--- src/design/pon_pkg.sv ---
package pon_pkg;

  localparam int MAX_POINTS = 64;
  localparam int COORD_BITS = 16;

  localparam int ADDR_W  = $clog2(MAX_POINTS);
  localparam int CNT_W   = $clog2(MAX_POINTS + 1);
  localparam int POINT_W = 2 * COORD_BITS;
  localparam int DATA_W  = ((POINT_W + 7) / 8) * 8;
  localparam int TERM_W  = COORD_BITS + 1;
  localparam int PROD_W  = 2 * TERM_W;
  // One term per stored edge plus the closing edge.
  localparam int SUM_W   = PROD_W + $clog2(MAX_POINTS + 1);
  localparam int USER_W  = 2;
  localparam int MIN_POLY = 3;

  typedef enum logic [2:0] {
    S_IDLE,
    S_EDGE,
    S_CLOSE,
    S_CLOSE_WAIT,
    S_RD,
    S_LD,
    S_OUT
  } state_t;

  typedef struct packed {
    logic start;
    logic clear;
  } mac_ctrl_t;

endpackage

--- src/design/pon_ram.sv ---
module pon_ram #(
  parameter int WIDTH = 32,
  parameter int DEPTH = 64
) (
  input  logic                     clk,
  input  logic                     we,
  input  logic [$clog2(DEPTH)-1:0] waddr,
  input  logic [WIDTH-1:0]         wdata,
  input  logic [$clog2(DEPTH)-1:0] raddr,
  output logic [WIDTH-1:0]         rdata
);

  logic [WIDTH-1:0] mem [DEPTH];

  always_ff @(posedge clk) begin
    if (we) begin
      mem[waddr] <= wdata;
    end
    rdata <= mem[raddr];
  end

endmodule

--- src/design/pon_mac.sv ---
module pon_mac (
  input  logic                                clk,
  input  logic                                rst,
  input  pon_pkg::mac_ctrl_t                  ctrl,
  input  logic signed [pon_pkg::COORD_BITS-1:0] x0,
  input  logic signed [pon_pkg::COORD_BITS-1:0] y0,
  input  logic signed [pon_pkg::COORD_BITS-1:0] x1,
  input  logic signed [pon_pkg::COORD_BITS-1:0] y1,
  output logic signed [pon_pkg::SUM_W-1:0]    sum,
  output logic                                done
);

  logic signed [pon_pkg::TERM_W-1:0] dy;
  logic signed [pon_pkg::TERM_W-1:0] sx;
  logic signed [pon_pkg::PROD_W-1:0] prod;
  logic                              v1;
  logic                              v2;

  // Three steps: difference and sum, product, accumulate.
  always_ff @(posedge clk) begin
    if (ctrl.start) begin
      dy <= pon_pkg::TERM_W'(y1) - pon_pkg::TERM_W'(y0);
      sx <= pon_pkg::TERM_W'(x1) + pon_pkg::TERM_W'(x0);
    end
    if (v1) begin
      prod <= dy * sx;
    end
  end

  always_ff @(posedge clk) begin
    if (rst) begin
      v1   <= 1'b0;
      v2   <= 1'b0;
      done <= 1'b0;
      sum  <= '0;
    end else begin
      v1   <= ctrl.start;
      v2   <= v1;
      done <= v2;
      if (ctrl.clear) begin
        sum <= '0;
      end else if (v2) begin
        sum <= sum + pon_pkg::SUM_W'(prod);
      end
    end
  end

endmodule

--- src/design/polygon_orientation_normalizer.sv ---
// Polygon orientation normaliser.
// Vertices arrive one word at a time on the s_ channel, x in the low half of
// s_tdata and y in the high half, with s_tlast on the final vertex. Each vertex
// that fits is written to a vertex RAM, and one shared multiply-accumulate
// unit adds the shoelace term of the edge from the previous vertex. A vertex
// with no edge term (the first one, or one dropped because the RAM already
// holds MAX_POINTS vertices) does not wait for the unit; others wait for
// the three steps of the multiply-accumulate unit. The final vertex is
// followed by the closing edge term, computed for three or more vertices.
// The stored vertices then leave on the m_ channel, in input order when the
// sum is at least zero or under three vertices are held, else reversed; each
// word is read from RAM and registered before it is offered, one at a time.
// m_tuser carries the reversal and overflow flags, the same on every word of
// a polygon, and m_tlast marks the last word. s_tready is low from the moment
// a vertex is taken until its work is finished, and during the whole burst;
// a stalled receiver simply holds the current word in place.
// Synchronous reset empties the vertex count, clears the sum and the flags,
// and leaves the block ready for a new polygon; the RAM is not cleared.
module polygon_orientation_normalizer (
  input  logic                        clk,
  input  logic                        rst,
  input  logic                        s_tvalid,
  output logic                        s_tready,
  input  logic [pon_pkg::DATA_W-1:0]  s_tdata,   // point_x, point_y
  input  logic                        s_tlast,   // final_point
  output logic                        m_tvalid,
  input  logic                        m_tready,
  output logic [pon_pkg::DATA_W-1:0]  m_tdata,   // out_x, out_y
  output logic                        m_tlast,   // out_last
  output logic [pon_pkg::USER_W-1:0]  m_tuser    // was_reversed, overflowed
);

  pon_pkg::state_t   state;
  pon_pkg::state_t   state_next;
  pon_pkg::mac_ctrl_t mac_ctl;

  logic                              accept;
  logic                              full;
  logic                              ram_we;
  logic                              close_sel;
  logic [pon_pkg::CNT_W-1:0]         count;
  logic [pon_pkg::CNT_W-1:0]         k;
  logic [pon_pkg::CNT_W-1:0]         rd_idx;
  logic [pon_pkg::POINT_W-1:0]       first_pt;
  logic [pon_pkg::POINT_W-1:0]       prev_pt;
  logic [pon_pkg::POINT_W-1:0]       in_pt;
  logic [pon_pkg::POINT_W-1:0]       op_pt;
  logic [pon_pkg::POINT_W-1:0]       rdata;
  logic                              fin;
  logic                              dropped;
  logic                              rev;
  logic signed [pon_pkg::SUM_W-1:0]  sum;
  logic                              mac_done;
  logic [pon_pkg::POINT_W-1:0]       out_pt;
  logic                              out_last;
  logic                              out_rev;
  logic                              out_ovf;

  assign in_pt  = s_tdata[pon_pkg::POINT_W-1:0];
  assign accept = s_tvalid && s_tready;
  assign full   = (count == pon_pkg::CNT_W'(pon_pkg::MAX_POINTS));
  assign op_pt  = close_sel ? first_pt : in_pt;
  assign rd_idx = rev ? (count - pon_pkg::CNT_W'(1) - k) : k;

  pon_ram #(
    .WIDTH (pon_pkg::POINT_W),
    .DEPTH (pon_pkg::MAX_POINTS)
  ) u_ram (
    .clk   (clk),
    .we    (ram_we),
    .waddr (count[pon_pkg::ADDR_W-1:0]),
    .wdata (in_pt),
    .raddr (rd_idx[pon_pkg::ADDR_W-1:0]),
    .rdata (rdata)
  );

  pon_mac u_mac (
    .clk  (clk),
    .rst  (rst),
    .ctrl (mac_ctl),
    .x0   (prev_pt[pon_pkg::COORD_BITS-1:0]),
    .y0   (prev_pt[pon_pkg::POINT_W-1:pon_pkg::COORD_BITS]),
    .x1   (op_pt[pon_pkg::COORD_BITS-1:0]),
    .y1   (op_pt[pon_pkg::POINT_W-1:pon_pkg::COORD_BITS]),
    .sum  (sum),
    .done (mac_done)
  );

  always_comb begin
    state_next = state;
    unique case (state)
      pon_pkg::S_IDLE: begin
        if (accept) begin
          if (!full && count != '0) begin
            state_next = pon_pkg::S_EDGE;
          end else if (s_tlast) begin
            state_next = pon_pkg::S_CLOSE;
          end
        end
      end
      pon_pkg::S_EDGE: begin
        if (mac_done) begin
          state_next = fin ? pon_pkg::S_CLOSE : pon_pkg::S_IDLE;
        end
      end
      pon_pkg::S_CLOSE: begin
        if (count >= pon_pkg::CNT_W'(pon_pkg::MIN_POLY)) begin
          state_next = pon_pkg::S_CLOSE_WAIT;
        end else begin
          state_next = pon_pkg::S_RD;
        end
      end
      pon_pkg::S_CLOSE_WAIT: begin
        if (mac_done) begin
          state_next = pon_pkg::S_RD;
        end
      end
      pon_pkg::S_RD: state_next = pon_pkg::S_LD;
      pon_pkg::S_LD: state_next = pon_pkg::S_OUT;
      pon_pkg::S_OUT: begin
        if (m_tready) begin
          state_next = out_last ? pon_pkg::S_IDLE : pon_pkg::S_RD;
        end
      end
      default: state_next = pon_pkg::S_IDLE;
    endcase
  end

  // In the idle state s_tready is high, so s_tvalid alone marks a taken word.
  always_comb begin
    s_tready      = 1'b0;
    m_tvalid      = 1'b0;
    ram_we        = 1'b0;
    close_sel     = 1'b0;
    mac_ctl.start = 1'b0;
    mac_ctl.clear = 1'b0;
    unique case (state)
      pon_pkg::S_IDLE: begin
        s_tready      = 1'b1;
        ram_we        = s_tvalid && !full;
        mac_ctl.start = s_tvalid && !full && count != '0;
      end
      pon_pkg::S_CLOSE: begin
        close_sel     = 1'b1;
        mac_ctl.start = (count >= pon_pkg::CNT_W'(pon_pkg::MIN_POLY));
      end
      pon_pkg::S_OUT: begin
        m_tvalid      = 1'b1;
        mac_ctl.clear = m_tready && out_last;
      end
      default: begin
      end
    endcase
  end

  always_ff @(posedge clk) begin
    if (rst) begin
      state   <= pon_pkg::S_IDLE;
      count   <= '0;
      k       <= '0;
      fin     <= 1'b0;
      dropped <= 1'b0;
      rev     <= 1'b0;
      first_pt <= '0;
      prev_pt  <= '0;
    end else begin
      state <= state_next;
      unique case (state)
        pon_pkg::S_IDLE: begin
          if (accept) begin
            fin <= s_tlast;
            if (full) begin
              dropped <= 1'b1;
            end else begin
              if (count == '0) begin
                first_pt <= in_pt;
              end
              prev_pt <= in_pt;
              count   <= count + pon_pkg::CNT_W'(1);
            end
          end
        end
        pon_pkg::S_CLOSE: begin
          rev <= 1'b0;
          k   <= '0;
        end
        pon_pkg::S_CLOSE_WAIT: begin
          if (mac_done) begin
            rev <= sum[pon_pkg::SUM_W-1];
          end
        end
        pon_pkg::S_OUT: begin
          if (m_tready) begin
            if (out_last) begin
              count   <= '0;
              k       <= '0;
              fin     <= 1'b0;
              dropped <= 1'b0;
            end else begin
              k <= k + pon_pkg::CNT_W'(1);
            end
          end
        end
        default: begin
        end
      endcase
    end
  end

  // The RAM word read in the previous cycle is captured for the output.
  always_ff @(posedge clk) begin
    if (state == pon_pkg::S_LD) begin
      out_pt   <= rdata;
      out_last <= (k == count - pon_pkg::CNT_W'(1));
      out_rev  <= rev;
      out_ovf  <= dropped;
    end
  end

  assign m_tdata = pon_pkg::DATA_W'(out_pt);
  assign m_tlast = out_last;
  assign m_tuser = {out_ovf, out_rev};

  a_one_side: assert property (@(posedge clk) disable iff (rst)
    !(s_tready && m_tvalid))
    else $error("input and output both open at once");

  a_count_range: assert property (@(posedge clk) disable iff (rst)
    count <= pon_pkg::CNT_W'(pon_pkg::MAX_POINTS))
    else $error("vertex count beyond capacity");

  a_done_expected: assert property (@(posedge clk) disable iff (rst)
    mac_done |-> (state == pon_pkg::S_EDGE || state == pon_pkg::S_CLOSE_WAIT))
    else $error("edge term finished with no one waiting for it");

  a_burst_nonempty: assert property (@(posedge clk) disable iff (rst)
    (state == pon_pkg::S_RD) |-> (count != '0 && k < count))
    else $error("read beyond the stored vertices");

  a_empty_after: assert property (@(posedge clk) disable iff (rst)
    (m_tvalid && m_tready && m_tlast) |=> (count == '0 && sum == '0))
    else $error("polygon state not cleared after the last word");

endmodule

--- config.mk ---
export PLATFORM = sky130hd
export DESIGN_NAME = polygon_orientation_normalizer
export DESIGN_NICKNAME = d
export VERILOG_FILES = /design/src/design/pon_pkg.sv /design/src/design/pon_ram.sv /design/src/design/pon_mac.sv /design/src/design/polygon_orientation_normalizer.sv
export SDC_FILE = /design/constraint.sdc
export NUM_CORES = 2
export LEC_CHECK = 0
export BUFFER_PORTS_ARGS = -buffer_cell sky130_fd_sc_hd__clkbuf_2
export CAP_MARGIN = 20
export CORE_MARGIN = 1
export CORE_UTILIZATION = 44
export DETAILED_ROUTE_END_ITERATION = 12
export GPL_TIMING_DRIVEN = 1
export PLACE_DENSITY = 0.63
export RECOVER_POWER = 100
export SLEW_MARGIN = 20
export SYNTH_ARGS = -nofsm -noshare
export SYNTH_HDL_FRONTEND = slang
export SYNTH_SLANG_ARGS = --single-unit
--- constraint.sdc ---
create_clock -name clk -period 8.9 [get_ports clk]
set_input_delay 0.445 -clock clk [delete_from_list [all_inputs] [get_ports clk]]
set_output_delay 0.445 -clock clk [all_outputs]
set_load 0.03 [all_outputs]
* Yosys cells after proc, flatten, opt, wreduce, memory -nomap -nowiden
Memories as Yosys holds them, arrays and structs flattened. A register that Yosys moved wholly into a read port is not among the register bits.
Cells that the tools add are included.
Widths: inputs -> output; s select.
** Storage, ports and cells
- Register bits after elaboration :: 231
- RAM bits :: 2048
- Input bits :: 37
- Output and inout bits :: 37
- Word-level logic and storage cells :: 104
- Memories kept :: 1
** Operators by class
- $add $sub $neg :: 7
- Multipliers :: 1
- Magnitude comparators :: 1
- Eq/ne operators :: 16
- Multiplexer cells :: 37
- Bitwise logic cells :: 1
- Reductions and logical operators :: 21
** Memory list
- u_ram.mem :: words 64, width 32, rd ports 1, clocked after Yosys merged registers in 1, write ports 1, line pon_ram.sv:13 : logic [WIDTH-1:0] mem [DEPTH];
** Operators by type and width (number)
- $mux 7 :: 6
- $add 41x34->41 :: 1
- $mul 17x17->34 :: 1
- $mux 32 :: 1
- $pmux 7 s2 :: 2
- $mux 3 :: 8
- $pmux 3 s7 :: 1
- $add 16x16->17 :: 1
- $sub 16x16->17 :: 1
- $reduce_and 5->1 :: 3
- $add 7x1->7 const B :: 2
- $mux 1 :: 13
- $ne 2x2->1 const B :: 5
- $eq 3x3->1 const B :: 3
- $pmux 1 s2 :: 4
- $reduce_and 4->1 :: 2
- $eq 7x7->1 :: 1
- $eq 7x7->1 const B :: 1
- $ge 7x2->1 const B :: 1
- $logic_not 7->1 :: 1
- $reduce_bool 7->1 :: 1
- $sub 7x1->7 const B :: 1
- $eq 3x2->1 const B :: 2
- $mux 6 :: 1
- 13 further kinds :: 21

* Logic depth before layout (Yosys ltp)
- Depth after elaboration :: 6
- Depth in mapped cells :: 26
- Gate-level depth less buffers :: 24

* Hierarchy
A second synthesis with hierarchy kept.
** Unflattened totals
- Cell total of the unflattened synthesis :: 5793
- Area total of the unflattened synthesis :: 101807.6 um^2
** Modules (own cells, without submodules)
- pon_ram :: instances 1, cells each 3324, area each 78515.3 um^2, sequential area each 62139.6 um^2
- pon_mac :: instances 1, cells each 1906, area each 17905.9 um^2, sequential area each 2922.8 um^2
- polygon_orientation_normalizer :: instances 1, cells each 563, area each 5386.4 um^2, sequential area each 2732.6 um^2

* Least setup slack after synthesis
OpenSTA, ideal clock, no wires.
- Kind :: reg-to-reg
- Start point :: register u_mac.sx[8] (netlist bit)
- End point :: register u_mac.prod[33] (netlist bit), data pin
- Arrival :: 5934 ps
- Required time :: 8640 ps
- Slack :: 2706 ps
- Stages on the path, launching flop included :: 27
- Period minus slack after synthesis :: 6194 ps
- Path through :: edfxtp_1 -> clkbuf_1 -> clkbuf_1 -> nand2_1 -> fa_1 -> inv_1 -> fa_1 -> inv_1 -> fa_1 -> inv_1 -> fa_1 -> fa_1 -> inv_1 -> fa_1 -> inv_1 -> ha_1 -> a21oi_1 -> o21ai_0 -> a21oi_1 -> o211ai_1 -> a31o_2 -> o21ai_1 -> o211ai_1 -> a31oi_1 -> o21ai_1 -> a21oi_1 -> xnor2_1
** Between the ends
- Cells in the longest elaborated chain, start to end :: 1
** Ends and longest elaborated chain
- start, declared :: line pon_mac.sv:14 : logic signed [pon_pkg::TERM_W-1:0] sx;
- start signal, assigned :: line pon_mac.sv:23 : sx <= pon_pkg::TERM_W'(x1) + pon_pkg::TERM_W'(x0);
- $mul 17x17->34 :: line pon_mac.sv:26 : prod <= dy * sx;
- end signal, assigned :: line pon_mac.sv:26
- end, declared :: line pon_mac.sv:15 : logic signed [pon_pkg::PROD_W-1:0] prod;
Every way passes these cells.
A chain may end at the register's enable or synchronous reset.

* Worst setup path after layout
- Start point :: register rev
- End point :: register u_ram.rdata[12] (read register of u_ram.mem)
** Between the ends
- Cells in the longest elaborated chain, start to end :: 1
** Ends and longest elaborated chain
- start, declared :: line polygon_orientation_normalizer.sv:51 : logic rev;
- start signal, assigned :: line polygon_orientation_normalizer.sv:189 : rev <= sum[pon_pkg::SUM_W-1];
- $mux 6 :: line polygon_orientation_normalizer.sv:63 : assign rd_idx = rev ? (count - pon_pkg::CNT_W'(1) - k) : k;
- end, declared :: line pon_ram.sv:10 : output logic [WIDTH-1:0] rdata
Every way passes these cells.

==> flow_metrics.env <==
export IMPL_synth_top_cell_area_share_pct=61.77
export IMPL_worstMarginPinSlew_ns=4.030
export IMPL_antenna_found_initial=27
export IMPL_crit_type="reg2reg"
export IMPL_via_per_inst=5.792
export IMPL_slowest_delay_ns=1.98
export IMPL_synthFlopType="edfxtp_1"
export IMPL_clk_insertion_delay_late_ns=0.89
export IMPL_clock_sink_count=2311
export IMPL_fin_crit_sh_pct=80.03
export IMPL_required_ns=9.55
export IMPL_cts_htree_levels=4
export IMPL_arrival_ns=7.77
export IMPL_crit_path_start_kind="register"
export IMPL_rsz0062_at_grt="false"
export IMPL_drc=0
export IMPL_area_growth_pct=10.60
export IMPL_endpoint_kind="register"
export IMPL_fin_nets=9017
export IMPL_worstPathCellList="clkbuf_1 -> nor2_1 -> a21oi_1 -> clkbuf_1 -> buf_12 -> nand3_1 -> a311oi_1 -> a21oi_1 -> a211oi_1 -> a21oi_1"
export IMPL_dp_slack_ns=1.947
export IMPL_min_delay_start="rst"
export IMPL_ff2ff_setup_slack_ns=1.78
export IMPL_tns_ns=0
export IMPL_layout_setup_ws_ns=1.778
export IMPL_grt_pass1_wl_mm=435.5
export IMPL_num_vias=68803
export IMPL_post_cts_resized=0
export IMPL_fp_coreArea_mm2=0.2356
export IMPL_avgSynthCellArea_um2=12.20
export IMPL_place_hpwl_mm=166.9
export IMPL_synth_seq_area_share_pct=64.83
export IMPL_die_w_um=489.5
export IMPL_io_buffers=73
export IMPL_num_rows=178
export IMPL_grt_usage_pct=24.56
export IMPL_initial_utilization_pct=44.38
export IMPL_syn_area_mm2=0.1046
export IMPL_yosysTopAreaCell="edfxtp_1"
export IMPL_ys_ff_latch=2311
export IMPL_ys_types=79
export IMPL_fp_dieArea_mm2=0.2396
export IMPL_ant_nets=0
export IMPL_r2r_end="u_ram.rdata[12]$_DFF_P_"
export IMPL_slew_limit_headroom_pct=-168.6
export IMPL_finalCriticalPeriod_ns=7.122
export IMPL_cts_tree="yes"
export IMPL_hold_slack_ns=0.1587
export IMPL_crit_top_cell="a21oi_1"
export IMPL_finalClockSkew_ns=0.07808
export IMPL_root_buffer="clkbuf_16"
export IMPL_grt_start_max_net_pins=172
export IMPL_synth_area_leaders="edfxtp_1 (62%), nand2_1 (8.5%), fa_1 (5.7%)"
export IMPL_ys_warn_count=0
export IMPL_drtIter0Drc=8227
export IMPL_finalSetupViolCount=0
export IMPL_synth_edf_count=2151
export IMPL_report_final_hold_viol_count=0
export IMPL_layout_drive_gt1_share_pct=6.020
export IMPL_drv_slew=4543
export IMPL_cts_buffers=227
export IMPL_syn_inst=8572
export IMPL_cts_buffer_depth=3
export IMPL_async_reset_ff_share_pct=0
export IMPL_cap_violations=130
export IMPL_place_congestion=0.8377
export IMPL_violations="max-capacitance violations, max-slew violations"
export IMPL_r2r_start="rev$_SDFFE_PP0P_"
export IMPL_reg2reg_depth=10
export IMPL_crit_fanout=149
export IMPL_clk_pin_slew_ns=0.06
export IMPL_fmax_ghz=0.1404
export IMPL_critPathSlowestCell="clkbuf_1"
export IMPL_grt_pass1_vias=66682
export IMPL_status="finished with violations"
export IMPL_wirelength_mm=296.2
export IMPL_synth_nets=9074
export IMPL_fp_dieH_um=489.5
export IMPL_grt_overflow_total=0
export IMPL_min_path_cells=3
export IMPL_ios=74
export IMPL_wire_per_inst_um=24.94
export IMPL_first_pass_iters=6
export IMPL_holdPathEnd="prev_pt[0]$_SDFFE_PP0P_"
export IMPL_hold_class="in2reg"
==> kinds of logic (layout without fill, tap and decap cells) <==
kind of cell / count (synthesis) / after routing / share of synthesized area, %
XOR/XNOR: 112 / 112 / 0.9381
adder cells (fa/ha/maj): 465 / 465 / 7.717
buffers and inverters: 895 / 1044 / 3.477
multiplexers: 57 / 57 / 0.5959
flip-flops: 2311 / 2311 / 64.83
AO/OA/AOI/OAI: 1109 / 1109 / 7.557
AND/OR/NAND/NOR: 3623 / 3623 / 14.88
other: 0 / 7 / 0
==> synthesized netlist by cell type, types with 150 or more instances <==
library cell,number
edfxtp_1,2151
ha_1,165
and3_1,264
clkbuf_1,347
inv_1,348
nand2_1,2368
and2_1,150
nand3_1,545
a311oi_1,385
fa_1,300
a21oi_1,291
dfxtp_1,160
nor2_1,195
==> placed cells by master, fill, tap and decap left out, types with 40 or more instances in the layout <==
cell	count
nand2_1	2368
nor2_1	153
nand3_1	545
clkbuf_16	227
edfxtp_1	2151
o21ai_0	54
a211oi_1	103
ha_1	165
and3_1	264
a31oi_1	143
dfxtp_1	160
a311oi_1	385
clkinv_1	40
a21oi_1	293
fa_1	300
clkinv_2	53
clkbuf_1	234
nor2_4	42
inv_1	348
xnor2_1	73
a21o_1	43
and2_1	142
==> state kept, by name (all words and copies together), names as in the netlist, 3 cells and up <==
signal       count
count            7
first_pt        32
k                7
m_tdata         32
prev_pt         32
state            3
u_mac.dy        17
u_mac.prod      34
u_mac.sum       41
u_mac.sx        17
u_ram.mem     2048
u_ram.rdata     32
==> worst max path at each step <==
stage / startpoint / end / slack [ns] / cells after the start
after floorplan: u_mac.sx[8]$_DFFE_PP_ / u_mac.prod[33]$_DFFE_PP_ / 2.71 / 26
after global routing: u_mac.sx[2]$_DFFE_PP_ / u_mac.prod[33]$_DFFE_PP_ / 1.34 / 21
final: rev$_SDFFE_PP0P_ / u_ram.rdata[12]$_DFF_P_ / 1.78 / 10
after detailed placement: u_mac.sx[8]$_DFFE_PP_ / u_mac.prod[33]$_DFFE_PP_ / 1.95 / 24
after CTS: u_mac.sx[8]$_DFFE_PP_ / u_mac.prod[33]$_DFFE_PP_ / 1.96 / 24
after global placement: u_mac.sx[9]$_DFFE_PP_ / u_mac.prod[33]$_DFFE_PP_ / 1.99 / 24
==> through the flow <==
step / instance area [um^2] / util, % / instances
CTS: 116400 / 49.41 / 11871
global route: 115600 / 49.08 / 11874
floorplan: 104600 / - / 8572
finish: 115700 / 49.08 / 11878
global placement: 108700 / 46.15 / 11431
detailed placement: 108700 / 46.15 / 11431
==> final cells by class <==
type / count / area [um^2]
timing repair buffer: 261 / 1466
multi-input combinational: 5366 / 33500
fill: 20772 / 120000
sequential: 2311 / 67800
inverter: 348 / 1306
antenna: 7 / 17.52
clock buffer: 288 / 6040
clock inverter: 147 / 1585
tap: 3150 / 3941
==> worst max-delay path: cells and delay by family (launching register included) <==
kind / cells / cell delay [ns]
flops: 1 / 0.30
compound gates: 5 / 2.66
buf+inv: 3 / 3.41
simple gates: 2 / 0.37
==> routing by layer <==
metal / wire [um] / GRT usage [%]
met1: 122800 / 34.78
met2: 134600 / 38.36
met4: 11970 / 9.226
met3: 26740 / 3.626
met5: 25 / 0
==> repair_timing <==
action | 4_1_cts | 5_1_grt
setup buffers | 0 | 0
endpoints found under the hold margin | 6 | 0
hold buffers | 5 | 0
Power is not shown: default switching activity piles up to over one toggle a cycle in this logic, so the estimate is an artifact.
